[src/rtl/mf2d_pkg.sv]
// Shared types, constants and helpers for the 2-D median filter.
// Used by every module of the block but mf2d_ram; depends on nothing.
package mf2d_pkg;

  localparam int MAX_WIDTH  = 1024;
  localparam int MAX_HALF   = 3;
  localparam int PIXEL_BITS = 8;
  localparam int MIN_SIZE   = 8;
  localparam int HEIGHT_CAP = 1024;

  localparam int STORE_ROWS = 2 * MAX_HALF + 1;
  localparam int WIN_N      = STORE_ROWS * STORE_ROWS;
  localparam int COL_W      = $clog2(MAX_WIDTH);
  localparam int DIM_W      = 11;
  localparam int ROW_W      = 10;
  localparam int HALF_W     = 2;
  localparam int PHYS_W     = $clog2(STORE_ROWS);
  localparam int SIDE_W     = $clog2(STORE_ROWS + 1);
  localparam int RANK_W     = $clog2(WIN_N + 1);
  localparam int BIT_W      = $clog2(PIXEL_BITS);
  localparam int QDEPTH     = 4;
  localparam int QPTR_W     = $clog2(QDEPTH);
  localparam int ADDR_W     = 4;
  localparam int DATA_W     = 32;

  localparam logic [1:0] REG_IMAGE_WIDTH  = 2'd0;
  localparam logic [1:0] REG_IMAGE_HEIGHT = 2'd1;
  localparam logic [1:0] REG_KERNEL_HALF  = 2'd2;

  typedef struct packed {
    logic                  cmd;
    logic [PIXEL_BITS-1:0] pixel;
  } in_item_t;

  typedef struct packed {
    logic [PIXEL_BITS-1:0] median;
    logic                  last_in_row;
    logic                  last_in_frame;
  } out_item_t;

  typedef struct packed {
    logic [DIM_W-1:0]  width;
    logic [DIM_W-1:0]  height;
    logic [HALF_W-1:0] half;
  } cfg_t;

  // One output pixel to compute: its position, the input row that issued it
  // and the line-store row that holds its center row.
  typedef struct packed {
    logic [ROW_W-1:0]  row;
    logic [COL_W-1:0]  col;
    logic [DIM_W-1:0]  irow;
    logic [PHYS_W-1:0] prow;
  } job_t;

  typedef struct packed {
    logic                  we;
    logic [PHYS_W-1:0]     row;
    logic [COL_W-1:0]      col;
    logic [PIXEL_BITS-1:0] data;
  } wr_t;

  // Rank of the median inside a window of side 2k+1.
  function automatic logic [RANK_W-1:0] half_rank(input logic [HALF_W-1:0] k);
    logic [RANK_W-1:0] r;
    case (k)
      2'd1:    r = RANK_W'(4);
      2'd2:    r = RANK_W'(12);
      default: r = RANK_W'(24);
    endcase
    return r;
  endfunction

endpackage

[src/rtl/mf2d_queue.sv]
// Short job queue between the front and back parts of the median filter.
// Depends on mf2d_pkg; shows all entries so the front can check store hazards.
module mf2d_queue (
  input  logic                                clk_i,
  input  logic                                rst_ni,
  input  logic                                push_i,
  input  mf2d_pkg::job_t                      job_i,
  input  logic                                pop_i,
  output mf2d_pkg::job_t                      job_o,
  output logic                                full_o,
  output logic                                empty_o,
  output mf2d_pkg::job_t [mf2d_pkg::QDEPTH-1:0] ent_o,
  output logic [mf2d_pkg::QDEPTH-1:0]         vld_o
);

  mf2d_pkg::job_t [mf2d_pkg::QDEPTH-1:0] ent_q;
  logic [mf2d_pkg::QPTR_W-1:0] wr_q, rd_q;
  logic [mf2d_pkg::QPTR_W:0]   cnt_q;

  assign full_o  = cnt_q == (mf2d_pkg::QPTR_W+1)'(mf2d_pkg::QDEPTH);
  assign empty_o = cnt_q == '0;
  assign job_o   = ent_q[rd_q];
  assign ent_o   = ent_q;

  always_comb begin
    logic [mf2d_pkg::QPTR_W-1:0] off;
    vld_o = '0;
    for (int i = 0; i < mf2d_pkg::QDEPTH; i++) begin
      off      = mf2d_pkg::QPTR_W'(i) - rd_q;
      vld_o[i] = {1'b0, off} < cnt_q;
    end
  end

  always_ff @(posedge clk_i or negedge rst_ni) begin
    if (!rst_ni) begin
      wr_q  <= '0;
      rd_q  <= '0;
      cnt_q <= '0;
    end else begin
      if (push_i) begin
        wr_q <= wr_q + 1'b1;
      end
      if (pop_i) begin
        rd_q <= rd_q + 1'b1;
      end
      if (push_i && !pop_i) begin
        cnt_q <= cnt_q + 1'b1;
      end else if (pop_i && !push_i) begin
        cnt_q <= cnt_q - 1'b1;
      end
    end
  end

  always_ff @(posedge clk_i) begin
    if (push_i) begin
      ent_q[wr_q] <= job_i;
    end
  end

endmodule

[config.mk]
export PLATFORM = sky130hd
export DESIGN_NAME = mf2d_queue
export DESIGN_NICKNAME = d
export VERILOG_FILES = /design/src/rtl/mf2d_pkg.sv /design/src/rtl/mf2d_queue.sv
export SDC_FILE = /design/constraint.sdc
export NUM_CORES = 1
export LEC_CHECK = 0
export ABC_AREA = 1
export BUFFER_PORTS_ARGS = -buffer_cell sky130_fd_sc_hd__buf_2
export CORE_MARGIN = 1.5
export CORE_UTILIZATION = 35
export DETAILED_ROUTE_END_ITERATION = 16
export REMOVE_ABC_BUFFERS = 1
export SYNTH_ARGS = -nofsm -noshare
export SYNTH_HDL_FRONTEND = slang
export SYNTH_SLANG_ARGS = --single-unit
export TNS_END_PERCENT = 30
[constraint.sdc]
create_clock -name clk_i -period 2.2 [get_ports clk_i]
set_input_delay 0.22 -clock clk_i [delete_from_list [all_inputs] [get_ports clk_i]]
set_output_delay 0.22 -clock clk_i [all_outputs]
set_load 0.1 [all_outputs]
Word-level counts from Yosys, hierarchy flattened
Index checks and enable logic that the tools add are counted.
{ "totals": {"regBits": 143, "in_bits": 38, "out_inout_bits": 176, "word_cells": 49} }
{ "op_classes": {"add_sub_neg": 8, "n_lt_le_gt_ge": 7, "eq_ne": 1, "muxes": 7, "reduce_logical": 7} }
{ "ops": {"columns": ["cell", "n"], "rows": [
  ["$bwmux 136", 1],
  ["$bmux 34 s2", 1],
  ["$demux 34 s2", 1],
  ["$mux 34", 2],
  ["$lt 2x3->1", 4],
  ["$lt 2x3->1 const B", 2],
  ["$mux 3", 2],
  ["$add 2x1->2 const B", 2],
  ["$sub 1x2->2 const A", 2],
  ["$sub 2x2->2 const A", 2],
  ["$add 3x1->3 const B", 1],
  ["$eq 3x3->1 const B", 1],
  ["$logic_and 1x1->1", 3],
  ["$logic_not 3->1", 1],
  ["$sub 3x1->3 const B", 1],
  ["$ge 2x1->1 const B", 1],
  ["$logic_not 1->1", 2],
  ["$reduce_bool 2->1", 1]
]} }

Longest topological paths before layout
{ "logic_depth": {"depth_word": 5, "mapped_depth": 9, "depth_no_buf": 9} }

Worst setup path after synthesis
No wires, ideal clock.
{ "synth_path": {"kind": "flip-flop to output port", "start": "register rd_q[1] in the netlist's numbering", "end": "output vld_o[0] in the netlist's numbering", "t_arrival_ns": 3.352, "t_required_ns": 1.980, "path_slack_ns": -1.372, "path_stages_with_launch": 10, "path_buffers": 2, "path_cell_list": "dfrtp_1 > buf_6 > inv_6 > buf_6 > nand2_1 > nand2_2 > inv_1 > ha_1 > a21boi_0 > o21ai_0"} }
{ "synth_between": {"elab_chain_len": 2} }
{ "synth_lines": {"columns": ["item", "line", "text"], "rows": [
  ["start: declaration", "mf2d_queue.sv:17", "logic [mf2d_pkg::QPTR_W-1:0] wr_q, rd_q;"],
  ["start signal: assignment", "mf2d_queue.sv:44", "rd_q <= rd_q + 1'b1;"],
  ["$sub 1x2->2", "mf2d_queue.sv:29", "off = mf2d_pkg::QPTR_W'(i) - rd_q;"],
  ["$lt 2x3->1", "mf2d_queue.sv:30", "vld_o[i] = {1'b0, off} < cnt_q;"],
  ["end: declaration", "mf2d_queue.sv:13", "output logic [mf2d_pkg::QDEPTH-1:0] vld_o"]
]} }
Every way passes these cells.

==> metrics.md <==
| Metric | Value |
|---|---|
| Status | `finished clean` |
| First DRT Iteration DRCs | `266` |
| DRT Pass-1 Iters | `4` |
| Worst Reg-to-Reg Cells | `5` |
| Total gr overflow | `0` |
| Core area | `15,800 um2` |
| CP required | `1980 ps` |
| Syn Std Cell Area | `5670 um2` |
| CP Class | `flop to primary output` |
| Routed WL per cell | `17.8 um` |
| Max FO, Critical Path | `32` |
| FMAX | `477 MHz` |
| Avg Cell Area, Syn | `14.2 um2` |
| Initial antenna violation count | `2` |
| Remaining DRCs | `0` |
| Post-route ant nets | `0` |
| Vias per std cell | `about 5.0` |
| Endpoints failing setup | `0` |
| CP startpoint | `rd_q[0]$_DFFE_PN0P_` |
| Row cnt | `between 40 and 50` |
| Reg2reg start | `wr_q[1]$_DFFE_PN0P_` |
| Slew @ Worst Pin | `between 500 and 600 ps` |
| Ranking of synthesized cells by area | `edfxtp_1 72%, nand3_1 9.1%, nand4_1 3.9%` |
| Starting Density | `roughly 36%` |
| Longest Clk Path Bufs | `2` |
| R2R Setup Slk | `~790 ps` |
| Number of synthesized flops with an enable pin | `136` |
| Area delta synth->final | `45.7%` |
| Htree depth | `4` |
| Vias | `between 4,000 and 5,000` |
| Die ar. | `17,000 um2` |
| Placed instance area | `7540 um2` |
| Synth cell types | `24` |
| Chip Width | `130 um` |
| Largest area contributor in the netlist | `edfxtp_1` |
| PortBufs | `~210` |
| Clock slew at reported path FFs | `about 60 ps` |
| Fraction of registers with async set/reset | `4.90%` |
| Hpwl dp | `10.5 mm` |
| Critical path startpoint category | `flop` |
| Final max-slew violation count | `0` |
| Drt total wl | `15.3 mm` |
| Placer Congestion | `0.779` |
| TritonCTS Buffers | `17` |
| Count leader, synth | `edfxtp_1` |
| Final Instance Area | `8260 um2` |
| Worst reg2reg path endpoint | `ent_o[47]$_DFFE_PP_` |
| WP data arrival | `1880 ps` |
| Clk_skew | `10.6 ps` |
| Clock sinks | `143` |
| TritonCTS clock tree | `yes` |
| Final period utilization | `a little over nine tenths` |
| Clock Latency Late Sink | `410 ps` |
| Root Buffer | `clkbuf_16` |
| Largest net degree at the start of global routing | `40` |
| Most frequent cells after synthesis | `136 x edfxtp_1, 103 x nand3_1, 49 x nand2_1` |
| Crit. End Element | `primary output` |
| Primary FF master, synth | `edfxtp_1` |
| Post-layout nets | `678` |
| First-pass GRT wire length | `23.1 mm` |
| Slew HR | `between 60% and 70%` |
| Num ports | `214` |
| Final hold vios | `0` |
| Worst hold path class | `input pin to flop` |
| Synthesized instance count | `400` |
| Die Y | `130 um` |
| Share of cells above drive strength 1 | `41.2%` |
| Crit path capture | `job_o[28]` |
| Fin crit period | `2100 ps` |
| Post-CTS setup buffers | `0` |
| Sequential share of the synthesized area | `75.1%` |
| Number of global-route vias before repair | `4,303` |
| Total GRT Usage | `18.5%` |
| Unrepaired setup endpoints after global routing | `yes` |
| Max-Cap Viols | `0` |
| Ys Warns | `0` |
| Yosys reg bits | `between 100 and 150` |
| Top-area cell type share of the netlist area | `between 70% and 80%` |
[routing by layer]
| layer | wire length, um | global-route usage (%) | share of wire, % |
|---|---|---|---|
| met4 | 388 | 9.87 | 2.5 |
| met2 | 7530 | 29.9 | 49 |
| met1 | 6300 | 23.1 | 41 |
| met5 | 0 | 0 | 0 |
| met3 | 1120 | 4.14 | 7.3 |
[sequential cells by signal (all words and copies together) (netlist names)]
signal / cells
ent_o: 136
wr_q: 2
rd_q: 2
cnt_q: 3
[critical path: stages, from the launching register on]
cell,delay (ps)
dfrtp_2,440
buf_6,210
nor2_8,140
buf_6,210
nand2_1,80
nand4_1,150
buf_12,200
[cells in the final DEF (no fill, tap or decap), types with 2 or more instances in the layout]
cell type / synthesis / routed
buf_12: 0 / 38
buf_2: 17 / 175
buf_4: 2 / 9
buf_6: 6 / 5
bufinv_16: 0 / 3
clkbuf_1: 1 / 3
clkbuf_16: 0 / 18
clkinv_1: 0 / 5
clkinv_4: 0 / 2
clkinvlp_4: 0 / 4
dfrtp_1: 7 / 5
dfrtp_2: 0 / 2
diode_2: 0 / 2
dlygate4sd3_1: 0 / 8
edfxtp_1: 136 / 136
ha_1: 9 / 9
inv_1: 14 / 10
inv_6: 1 / 3
nand2_1: 49 / 49
nand3_1: 103 / 103
nand4_1: 35 / 35
nor2_1: 2 / 2
nor3_1: 2 / 2
o21ai_0: 5 / 2
o21ai_1: 1 / 3
xor2_1: 2 / 2
[layout make-up]
type | count | area, um2
fillers | 1362 | 7570
flip-flops and latches | 143 | 4260
repair buffers | 237 | 1880
multi-input cells | 215 | 1180
clock buffers | 20 | 437
well taps | 216 | 270
clock inverters | 12 | 159
inverters | 16 | 67.6
diodes | 2 | 5.00
[worst min path at each step]
stage              start                    to  cells after the start
2_1_floorplan     rst_ni  cnt_q[0]$_DFFE_PN0P_                      0
3_3_place_gp      rst_ni  cnt_q[0]$_DFFE_PN0P_                      1
6_report        job_i[9]   ent_o[43]$_DFFE_PP_                      1
5_1_grt         job_i[9]   ent_o[43]$_DFFE_PP_                      1
3_5_place_dp      rst_ni  cnt_q[0]$_DFFE_PN0P_                      1
4_1_cts        job_i[29]   ent_o[97]$_DFFE_PP_                      1
[logic make-up (layout without fill, tap and decap cells)]
kind of cell	Yosys count	count (layout)	synth area share [%]
XOR/XNOR	3	3	0.464
buffers and inverters	42	285	4.22
AO/OA/AOI/OAI	9	9	0.882
AND/OR/NAND/NOR	193	193	17.0
adder cells (fa/ha/maj)	10	10	2.34
other	0	2	0
flip-flops	143	143	75.1
[per-stage QoR]
step / cells / hold WS (ps) / setup slack [ps] / utilization (%) / setup TNS [ps]
finish: 861 / 22.1 / 102 / 52.2 / 0
global route: 860 / 9.70 / -7.06 / 52.2 / -7.06
CTS: 859 / 1.13 / 1.47 / 52.0 / 0
detailed placement: 819 / 68.9 / 367 / 47.6 / 0
global placement: 819 / 63.4 / 392 / 47.6 / 0
floorplan: 374 / -75.6 / -2630 / - / -43150
[timing repair]
item,4_1_cts,5_1_grt
resized for setup,7,8
hold endpoints to repair,27,0
hold buffers,8,0
setup endpoints to repair,36,35
pin swaps,0,0
Power is not shown: default switching activity piles up to over one toggle a cycle in this logic, so the estimate is an artifact.
