`src/rtl/mf2d_pkg.sv`:
```
// Shared types, constants and helpers for the 2-D median filter.
// Used by every module of the block but mf2d_ram; depends on nothing.
package mf2d_pkg;

  localparam int MAX_WIDTH  = 1024;
  localparam int MAX_HALF   = 3;
  localparam int PIXEL_BITS = 8;
  localparam int MIN_SIZE   = 8;
  localparam int HEIGHT_CAP = 1024;

  localparam int STORE_ROWS = 2 * MAX_HALF + 1;
  localparam int WIN_N      = STORE_ROWS * STORE_ROWS;
  localparam int COL_W      = $clog2(MAX_WIDTH);
  localparam int DIM_W      = 11;
  localparam int ROW_W      = 10;
  localparam int HALF_W     = 2;
  localparam int PHYS_W     = $clog2(STORE_ROWS);
  localparam int SIDE_W     = $clog2(STORE_ROWS + 1);
  localparam int RANK_W     = $clog2(WIN_N + 1);
  localparam int BIT_W      = $clog2(PIXEL_BITS);
  localparam int QDEPTH     = 4;
  localparam int QPTR_W     = $clog2(QDEPTH);
  localparam int ADDR_W     = 4;
  localparam int DATA_W     = 32;

  localparam logic [1:0] REG_IMAGE_WIDTH  = 2'd0;
  localparam logic [1:0] REG_IMAGE_HEIGHT = 2'd1;
  localparam logic [1:0] REG_KERNEL_HALF  = 2'd2;

  typedef struct packed {
    logic                  cmd;
    logic [PIXEL_BITS-1:0] pixel;
  } in_item_t;

  typedef struct packed {
    logic [PIXEL_BITS-1:0] median;
    logic                  last_in_row;
    logic                  last_in_frame;
  } out_item_t;

  typedef struct packed {
    logic [DIM_W-1:0]  width;
    logic [DIM_W-1:0]  height;
    logic [HALF_W-1:0] half;
  } cfg_t;

  // One output pixel to compute: its position, the input row that issued it
  // and the line-store row that holds its center row.
  typedef struct packed {
    logic [ROW_W-1:0]  row;
    logic [COL_W-1:0]  col;
    logic [DIM_W-1:0]  irow;
    logic [PHYS_W-1:0] prow;
  } job_t;

  typedef struct packed {
    logic                  we;
    logic [PHYS_W-1:0]     row;
    logic [COL_W-1:0]      col;
    logic [PIXEL_BITS-1:0] data;
  } wr_t;

  // Rank of the median inside a window of side 2k+1.
  function automatic logic [RANK_W-1:0] half_rank(input logic [HALF_W-1:0] k);
    logic [RANK_W-1:0] r;
    case (k)
      2'd1:    r = RANK_W'(4);
      2'd2:    r = RANK_W'(12);
      default: r = RANK_W'(24);
    endcase
    return r;
  endfunction

endpackage

```
`src/rtl/mf2d_back.sv`:
```
// Back part: gathers the reflected window from the line store and finds its
// median one bit per cycle, then holds the result in an output register.
// Depends on mf2d_pkg.
module mf2d_back (
  input  logic                                                         clk_i,
  input  logic                                                         rst_ni,
  input  mf2d_pkg::cfg_t                                               cfg_i,
  input  logic                                                         q_empty_i,
  input  mf2d_pkg::job_t                                               q_job_i,
  output logic                                                         pop_o,
  output logic [mf2d_pkg::COL_W-1:0]                                   raddr_o,
  input  logic [mf2d_pkg::STORE_ROWS-1:0][mf2d_pkg::PIXEL_BITS-1:0]    rdata_i,
  output logic                                                         busy_o,
  output mf2d_pkg::job_t                                               job_o,
  output logic                                                         out_valid_o,
  output mf2d_pkg::out_item_t                                          out_data_o,
  input  logic                                                         out_stall_i
);

  localparam logic [1:0] ST_IDLE = 2'd0;
  localparam logic [1:0] ST_READ = 2'd1;
  localparam logic [1:0] ST_SEL  = 2'd2;
  localparam logic [1:0] ST_OUT  = 2'd3;
  localparam int SW = mf2d_pkg::DIM_W + 2;

  logic [1:0]                     st_q, st_d;
  mf2d_pkg::job_t                 job_q, job_d;
  logic [mf2d_pkg::SIDE_W-1:0]    j_q, j_d, cj_q, cj_d, side_m1, side;
  logic                           cap_q, cap_d;
  logic [mf2d_pkg::PIXEL_BITS-1:0] win_q [mf2d_pkg::WIN_N];
  logic [mf2d_pkg::WIN_N-1:0]     cand_q, cand_d, mask, plane, zmask;
  logic [mf2d_pkg::RANK_W-1:0]    rank_q, rank_d, cnt0;
  logic [mf2d_pkg::BIT_W-1:0]     bpos_q, bpos_d;
  logic [mf2d_pkg::PIXEL_BITS-1:0] med_q, med_d;
  logic                           ovld_q, ovld_d;
  mf2d_pkg::out_item_t            out_q, out_d;
  logic [mf2d_pkg::PHYS_W-1:0]    phys [mf2d_pkg::STORE_ROWS];
  logic                           last_c;

  assign side_m1 = {cfg_i.half, 1'b0};
  assign side    = {cfg_i.half, 1'b1};
  assign busy_o  = st_q != ST_IDLE;
  assign job_o   = job_q;
  assign out_valid_o = ovld_q;
  assign out_data_o  = out_q;

  // Mirrored column of the current read.
  always_comb begin
    logic signed [SW-1:0] t, wd;
    t  = $signed(SW'(job_q.col)) - $signed(SW'(cfg_i.half)) + $signed(SW'(j_q));
    wd = $signed(SW'(cfg_i.width));
    if (t < 0) begin
      t = -t - SW'(1);
    end else if (t >= wd) begin
      t = (wd <<< 1) - t - SW'(1);
    end
    raddr_o = mf2d_pkg::COL_W'(t);
  end

  // Store row of each window row, from the center row's store row and the
  // offset that mirroring at the top or bottom edge gives.
  always_comb begin
    logic signed [SW-1:0] t, rr, s, hd, rd;
    hd = $signed(SW'(cfg_i.height));
    rd = $signed(SW'(job_q.row));
    for (int i = 0; i < mf2d_pkg::STORE_ROWS; i++) begin
      t = rd + SW'(i) - $signed(SW'(cfg_i.half));
      if (t < 0) begin
        rr = -t - SW'(1);
      end else if (t >= hd) begin
        rr = (hd <<< 1) - t - SW'(1);
      end else begin
        rr = t;
      end
      s = $signed(SW'(job_q.prow)) + rr - rd;
      if (s < 0) begin
        s = s + SW'(mf2d_pkg::STORE_ROWS);
      end else if (s >= SW'(mf2d_pkg::STORE_ROWS)) begin
        s = s - SW'(mf2d_pkg::STORE_ROWS);
      end
      phys[i] = mf2d_pkg::PHYS_W'(s);
    end
  end

  always_comb begin
    for (int i = 0; i < mf2d_pkg::STORE_ROWS; i++) begin
      for (int j = 0; j < mf2d_pkg::STORE_ROWS; j++) begin
        mask[i*mf2d_pkg::STORE_ROWS+j] = (mf2d_pkg::SIDE_W'(i) <= side_m1)
                                         && (mf2d_pkg::SIDE_W'(j) <= side_m1);
      end
    end
  end

  always_comb begin
    for (int n = 0; n < mf2d_pkg::WIN_N; n++) begin
      plane[n] = win_q[n][bpos_q];
    end
    zmask = cand_q & ~plane;
    cnt0  = '0;
    for (int n = 0; n < mf2d_pkg::WIN_N; n++) begin
      cnt0 = cnt0 + mf2d_pkg::RANK_W'(zmask[n]);
    end
  end

  assign last_c = {1'b0, job_q.col} == (cfg_i.width - mf2d_pkg::DIM_W'(1));

  always_comb begin
    st_d   = st_q;
    job_d  = job_q;
    j_d    = j_q;
    cj_d   = cj_q;
    cap_d  = 1'b0;
    cand_d = cand_q;
    rank_d = rank_q;
    bpos_d = bpos_q;
    med_d  = med_q;
    out_d  = out_q;
    ovld_d = ovld_q && out_stall_i;
    pop_o  = 1'b0;
    case (st_q)
      ST_IDLE: begin
        if (!q_empty_i) begin
          pop_o = 1'b1;
          job_d = q_job_i;
          j_d   = '0;
          st_d  = ST_READ;
        end
      end
      ST_READ: begin
        j_d = j_q + mf2d_pkg::SIDE_W'(1);
        if (j_q <= side_m1) begin
          cap_d = 1'b1;
          cj_d  = j_q;
        end
        if (j_q == side) begin
          cand_d = mask;
          rank_d = mf2d_pkg::half_rank(cfg_i.half);
          bpos_d = mf2d_pkg::BIT_W'(mf2d_pkg::PIXEL_BITS - 1);
          st_d   = ST_SEL;
        end
      end
      ST_SEL: begin
        if (rank_q < cnt0) begin
          med_d[bpos_q] = 1'b0;
          cand_d        = zmask;
        end else begin
          med_d[bpos_q] = 1'b1;
          cand_d        = cand_q & plane;
          rank_d        = rank_q - cnt0;
        end
        if (bpos_q == '0) begin
          st_d = ST_OUT;
        end else begin
          bpos_d = bpos_q - mf2d_pkg::BIT_W'(1);
        end
      end
      ST_OUT: begin
        if (!ovld_q || !out_stall_i) begin
          out_d.median        = med_q;
          out_d.last_in_row   = last_c;
          out_d.last_in_frame = last_c
              && ({1'b0, job_q.row} == (cfg_i.height - mf2d_pkg::DIM_W'(1)));
          ovld_d = 1'b1;
          st_d   = ST_IDLE;
        end
      end
      default: st_d = ST_IDLE;
    endcase
  end

  always_ff @(posedge clk_i or negedge rst_ni) begin
    if (!rst_ni) begin
      st_q   <= ST_IDLE;
      cap_q  <= 1'b0;
      ovld_q <= 1'b0;
    end else begin
      st_q   <= st_d;
      cap_q  <= cap_d;
      ovld_q <= ovld_d;
    end
  end

  always_ff @(posedge clk_i) begin
    job_q  <= job_d;
    j_q    <= j_d;
    cj_q   <= cj_d;
    cand_q <= cand_d;
    rank_q <= rank_d;
    bpos_q <= bpos_d;
    med_q  <= med_d;
    out_q  <= out_d;
    if (cap_q) begin
      for (int i = 0; i < mf2d_pkg::STORE_ROWS; i++) begin
        win_q[mf2d_pkg::RANK_W'(i*mf2d_pkg::STORE_ROWS) + mf2d_pkg::RANK_W'(cj_q)]
          <= rdata_i[phys[i]];
      end
    end
  end

endmodule

```
`config.mk`:
```
export PLATFORM = sky130hd
export DESIGN_NAME = mf2d_back
export DESIGN_NICKNAME = d
export VERILOG_FILES = /design/src/rtl/mf2d_pkg.sv /design/src/rtl/mf2d_back.sv
export SDC_FILE = /design/constraint.sdc
export NUM_CORES = 2
export LEC_CHECK = 0
export BUFFER_PORTS_ARGS = -buffer_cell sky130_fd_sc_hd__clkbuf_2
export CAP_MARGIN = 10
export CORE_MARGIN = 2
export CORE_UTILIZATION = 45
export CTS_BUF_LIST = sky130_fd_sc_hd__clkbuf_4
export DETAILED_ROUTE_END_ITERATION = 8
export GPL_TIMING_DRIVEN = 1
export MAX_ROUTING_LAYER = met4
export PLACE_DENSITY_LB_ADDON = 0.25
export RECOVER_POWER = 100
export REMOVE_ABC_BUFFERS = 1
export SLEW_MARGIN = 20
export SYNTH_ARGS = -nofsm -noshare
export SYNTH_HDL_FRONTEND = slang
export SYNTH_SLANG_ARGS = --single-unit
```
`constraint.sdc`:
```
create_clock -name clk_i -period 8.6 [get_ports clk_i]
set_input_delay 0.86 -clock clk_i [delete_from_list [all_inputs] [get_ports clk_i]]
set_output_delay 0.86 -clock clk_i [all_outputs]
set_load 0.05 [all_outputs]
```
## Word level (Yosys, flattened, before mapping)

Memory sizes are Yosys's and may differ from the RTL's.
Cells that the tools add are included.

| cells by class | value |
|---|---|
| add/subtract/negate cells | 134 |
| magnitude comparators | 48 |
| eq/ne operators | 14 |
| mux-type cells | 170 |
| bitwise logic cells | 7 |
| reductions and logical operators | 40 |

Operators with widths:

| kind | count |
|---|---|
| 6-bit by 1-bit adder with 6-bit output | 43 |
| 13-bit two-way mux | 14 |
| 13-bit by 2-bit subtractor with 13-bit output (second input constant) | 14 |
| 8-bit binary-select mux with 3-bit select | 7 |
| 1-bit binary-select mux with 3-bit select | 49 |
| 13-bit by 11-bit subtractor with 13-bit output | 8 |
| 49-bit AND | 2 |
| 49-bit two-way mux | 2 |
| 49-bit one-hot mux with 2 select lines | 1 |
| 4-bit by 13-bit adder with 13-bit output | 7 |
| 13-bit by 4-bit greater-or-equal comparator with 1-bit output (second input constant) | 7 |
| 13-bit by 1-bit < comparator with 1-bit output (second input constant) | 7 |
| 12-bit greater-or-equal comparator | 7 |
| 12-bit by 1-bit < comparator with 1-bit output (second input constant) | 7 |
| 12-bit negation with 13-bit output | 6 |
| 13-bit by 12-bit subtractor with 13-bit output | 6 |
| 11-bit by 2-bit subtractor with 12-bit output | 6 |
| 8-bit two-way mux | 8 |
| 1-bit two-way mux | 58 |
| 3-bit two-way mux | 17 |
| 49-bit NOT | 1 |
| 10-bit by 3-bit adder with 11-bit output (second input constant) | 3 |
| 3-bit by 4-bit < comparator with 1-bit output (second input constant) | 8 |
| 3-bit by 1-bit adder with 3-bit output (second input constant) | 8 |
| 54 further kinds | 117 |

| storage, ports and cells | value |
|---|---|
| bits in registers | 120 |
| bits in writable memories | 392 |
| input port bits | 118 |
| memories kept | 1 |

Memories:

| memory | depth | width | read ports | clocked after memory_dff | wr ports | RTL line | source |
|---|---|---|---|---|---|---|---|
| win_q | 49 | 8 | 49 | 0 | 7 | mf2d_back.sv:30 | `logic [mf2d_pkg::PIXEL_BITS-1:0] win_q [mf2d_pkg::WIN_N];` |

## Depth between registers and ports, before layout

An unclocked memory read counts as a cell.

| depth | value |
|---|---|
| depth in word-level cells | 56 |
| mapped depth | 42 |
| depth with buffers taken out | 38 |

## Worst setup path after synthesis

No wires, ideal clock.

| timing path | value |
|---|---|
| path kind | register to register |
| start point | reg bpos_q[0] in the netlist's numbering |
| end point | reg cand_q[13] in the netlist's numbering, data pin |
| data arrival time | 8.965 ns |
| data required time | 8.344 ns |
| path slack | -0.621 ns |
| cell stages (with the launch flop) | 26 |
| clock period less this slack | 9.221 ns |
| cell sequence | edfxtp_1 clkbuf_1 buf_1 buf_1 mux4_2 mux2i_1 and2_1 fa_1 fa_1 inv_1 fa_1 fa_1 fa_1 fa_1 fa_1 fa_1 fa_1 fa_1 a21oi_1 nor2_1 nor2_1 o21bai_1 a21oi_1 clkbuf_1 xnor2_1 a31o_2 |

| between the ends | value |
|---|---|
| cells in the longest elaborated chain, start to end | 55 |
| elaborated cells on any way between the ends | 152 |
| classes of those cells | add/sub (48); order compare (1); mux (100); bitwise (3) |

Ends and longest elaborated chain:

| what | RTL line | source |
|---|---|---|
| start: declaration | mf2d_back.sv:33 | `logic [mf2d_pkg::BIT_W-1:0] bpos_q, bpos_d;` |
| start signal: assignment | mf2d_back.sv:189 | `bpos_q <= bpos_d;` |
| 1-bit binary-select mux with 3-bit select | mf2d_back.sv:96 | `plane[n] = win_q[n][bpos_q];` |
| 1-bit two-way mux (implied by the code) | mf2d_back.sv:96 |  |
| 49-bit NOT | mf2d_back.sv:98 | `zmask = cand_q & ~plane;` |
| 49-bit AND | mf2d_back.sv:98 |  |
| 1-bit by 1-bit adder with 2-bit output | mf2d_back.sv:101 | `cnt0 = cnt0 + mf2d_pkg::RANK_W'(zmask[n]);` |
| 2-bit by 1-bit adder with 3-bit output | mf2d_back.sv:101 |  |
| 3-bit by 1-bit adder with 4-bit output | mf2d_back.sv:101 |  |
| 4-bit by 1-bit adder with 5-bit output | mf2d_back.sv:101 |  |
| 5-bit by 1-bit adder with 6-bit output | mf2d_back.sv:101 |  |
| 6-bit by 1-bit adder with 6-bit output (43 in series) | mf2d_back.sv:101 |  |
| 6-bit < comparator | mf2d_back.sv:143 | `if (rank_q < cnt0) begin` |
| 49-bit two-way mux * | mf2d_back.sv:143 |  |
| 49-bit one-hot mux with 2 select lines * | mf2d_back.sv:120 | `case (st_q)` |
| net cand_d (one bit) | mf2d_back.sv:31 | `logic [mf2d_pkg::WIN_N-1:0] cand_q, cand_d, mask, plane, zmask;` |
| end signal: assignment | mf2d_back.sv:187 | `cand_q <= cand_d;` |
| end: declaration | mf2d_back.sv:31 |  |

Mark *: on every way through the listed nets, which the timed path passes. The rest lies on a longest branch. The select of a mux whose other input is x is not followed.
A chain may end at the register's enable or synchronous reset.

==> results.txt <==
Busiest layer in global routing: met2
Top cell type's share of synthesized area: 32.5%
Clock transition at path regs: 0.06 ns
GPL Wtd Cong: 1.03
Share of cells above drive strength 1: 24.8%
Hold Violations, Final: 0
CP Max Fanout: 16
Total wire length: 165,000 µm
Cell taking the most area after synthesis: edfxtp_1
Drt first pass iters: 6
Yosys cell types: 119
# setup viols final: 0
CP endpoint kind: flop
Die X: 327 µm
R2R Setup Slk: 0.22 ns
First-pass GRT wire length: 244,000 µm
Startpoint type of the worst setup path: flop
Met2 Use GR: 46.6%
Asr flop ratio synth: 0.781%
Reg2reg start: job_o[25]$_DFFE_PP_
Dpl cells: 6,592
Largest net degree at the start of global routing: 52
Syn Area/Cell: 10.1 µm²
Detail Placement HPWL: 123,000 µm
Req. time, crit path: 9.31 ns
R2R depth: 34
Max-slew violations: 137
Clock root cell: clkbuf_4
CTS Sinks: 512
Met1 usage: 41.6%
Synthesized netlist cell count: 4,663
Worst reg2reg endpoint: win_q[43][5]$_DFFE_PP_
Vias per cell: 6.01
CTS tree: built
FF+latch area: 15,400 µm²
Area delta synth->final: 20.8%
Register area share after synthesis: 32.8%
Core ar.: 103,000 µm²
Final instance area: 56,600 µm²
Initial drt markers: 4,383
Worst Path Arrival: 9.09 ns
Fin crit share: 97.5%
CTS HTree Levels: 4
Bufs on Longest Clock Path: 3
Post-synth EDFFs: 508
Hold WC Path Type: in2reg
CP top delay family: compound AO/OA/AOI/OAI gates
IO Port Bufs: 174
Hold path endpoint: job_o[17]$_DFFE_PP_
Setup TNS: 0 ns
Final worst path period need: 8.38 ns
Num CTS Buffers: 141
# IOs: 175
RSZ-0062 raised after global routing: yes
Area after DPL: 54,000 µm²
Antenna-violating nets left: 0
Rows: 118
Worst-Skew Late Latency: 1.03 ns
Number of global-route vias before repair: 39,600
Slew Limit Headroom: -67.1%
Initial core utilization: 45.4%
Post-layout nets: 6,008
CP Buf/Inv Count: 8
Commonest cells in the netlist: 508 x edfxtp_1, 395 x ha_1, 392 x inv_1, 332 x nand2_1, 316 x a21oi_1
Slowest-stage cell, CP: fa_1
Hold path depth: 1
Synthesized flop and latch total: 512
Clock Skew: 0.0755 ns
Non-filler instance count after layout: 6,903
GRT met3 Usage: 7.42%
DRC viols: 0
Area contributors post-synth: edfxtp_1 33%, ha_1 11%, mux2i_1 5.5%
Status: finished with violations
Post-DR wirelength/cell: 24.0 µm
CP Class: reg2reg
Worst-margin pin slew: 2.51 ns
Synth warnings: 0
Final hold slack: 0.0901 ns
Total gr overflow: 0
GRT Total Usage: 31.1%
Synth Cell Area: 46,900 µm²
Die Ht: 327 µm
Failing checks: capacitance limit, slew limit
Max Freq: 119 MHz
Multi-input logic area: 29,300 µm²
Main synth FF type: edfxtp_1
Min-delay src: q_job_i[17]
Die area: 107,000 µm²
Via count: 41,500
Worst path most repeated cell: inv_1
Critical path's largest stage delay: 0.57 ns
Count leader, synth: edfxtp_1
Initial antenna violation count: 6
Fillers: 9,351
Max-Cap Viols: 3
## worst max path at each step
stage               depth (start not counted)               startpoint                      end  slack, ns
floorplan                                  23  bpos_q[0]$_SDFFCE_PN1P_  rank_q[0]$_SDFFCE_PN0P_      -6.29
global placement                           35                 cfg_i[1]   win_q[43][5]$_DFFE_PP_      -0.55
detailed placement                         39                 cfg_i[1]    win_q[7][3]$_DFFE_PP_      -0.63
CTS                                        27  bpos_q[0]$_SDFFCE_PN1P_     cand_q[30]$_DFFE_PP_      0.004
global route                               34      job_o[25]$_DFFE_PP_   win_q[46][0]$_DFFE_PP_      -0.11
finish                                     34      job_o[25]$_DFFE_PP_   win_q[43][5]$_DFFE_PP_       0.22
## worst reg2reg max path: cells and delay by family, from the launching register on
kind            cells  cell delay (ns)
simple gates        2             0.86
fa+ha+maj           6             2.16
compound gates     17             3.21
buf+inv             8             1.03
xor+xnor            1             0.37
flops               1             0.46
## sequential cells by signal, indices dropped and copies added, names as in the netlist, named ones only
name	count
cj_q	3
cand_q	49
win_q	392
out_data_o	10
job_o	34
bpos_q	3
cap_q	1
j_q	3
out_valid_o	1
rank_q	6
st_q	2
## area by class of cell
type,count,area share [%]
Antenna cell,7,0.0309
Sequential cell,512,27.1
Multi-Input combinational cell,3509,51.8
Clock inverter,36,0.429
Timing Repair Buffer,848,12.2
Tap cell,1380,3.05
Clock buffer,205,2.72
Inverter,406,2.69
## cell usage in the layout, fill, tap and decap left out, types with 67 or more instances in the layout
cell and count:
nand3_1 108, nor3_1 67, clkbuf_1 80, a21oi_1 306, o221ai_1 86, a21o_1 75, o21ai_0 192, clkbuf_2 114
xor2_1 69, a211oi_1 67, edfxtp_1 508, mux4_2 106, inv_1 394, ha_1 390, buf_12 75, clkbuf_4 205
fa_1 73, nand2_1 329, mux2i_1 246, nor2_1 303, buf_4 546, xnor2_1 167
## metal layers
layer,part of all wire (%),wire (µm),up-vias
li1,-,-,19100
met1,42,69600,20100
met2,44,73500,1978
met3,10,17200,316
met4,3.1,5150,0
met5,0,0,-
## cells by family (layout without fill, tap and decap cells)
family	count (synthesis)	count (layout)	share of synthesized area (%)
simple gates	1101	1102	11.1
fa+ha+maj	472	472	13.8
buf+inv	643	1495	5.71
other cells	0	7	0
mux	413	413	11.9
flops	512	512	32.8
compound gates	1275	1275	20.0
xor+xnor	247	247	4.76
## what timing repair did
action                                 4_1_cts  5_1_grt
hold buffers                                24        0
pin swaps                                    1       23
gates resized for setup                      7       94
endpoints found under the hold margin       27        0
setup buffers                                0       34
cloned                                       0        5
setup endpoints to repair                   68      455
## stage by stage
step / utilization, % / setup WS, ns
6_report: 54.8 / 0.216
3_3_place_gp: 52.2 / -0.552
4_1_cts: 54.2 / 0.00409
5_1_grt: 54.8 / -0.111
2_1_floorplan: - / -6.29
3_5_place_dp: 52.2 / -0.626
Power is left out: the tool's default activity adds up to more than one toggle a clock period on the data nets, which glitch-free logic cannot reach.
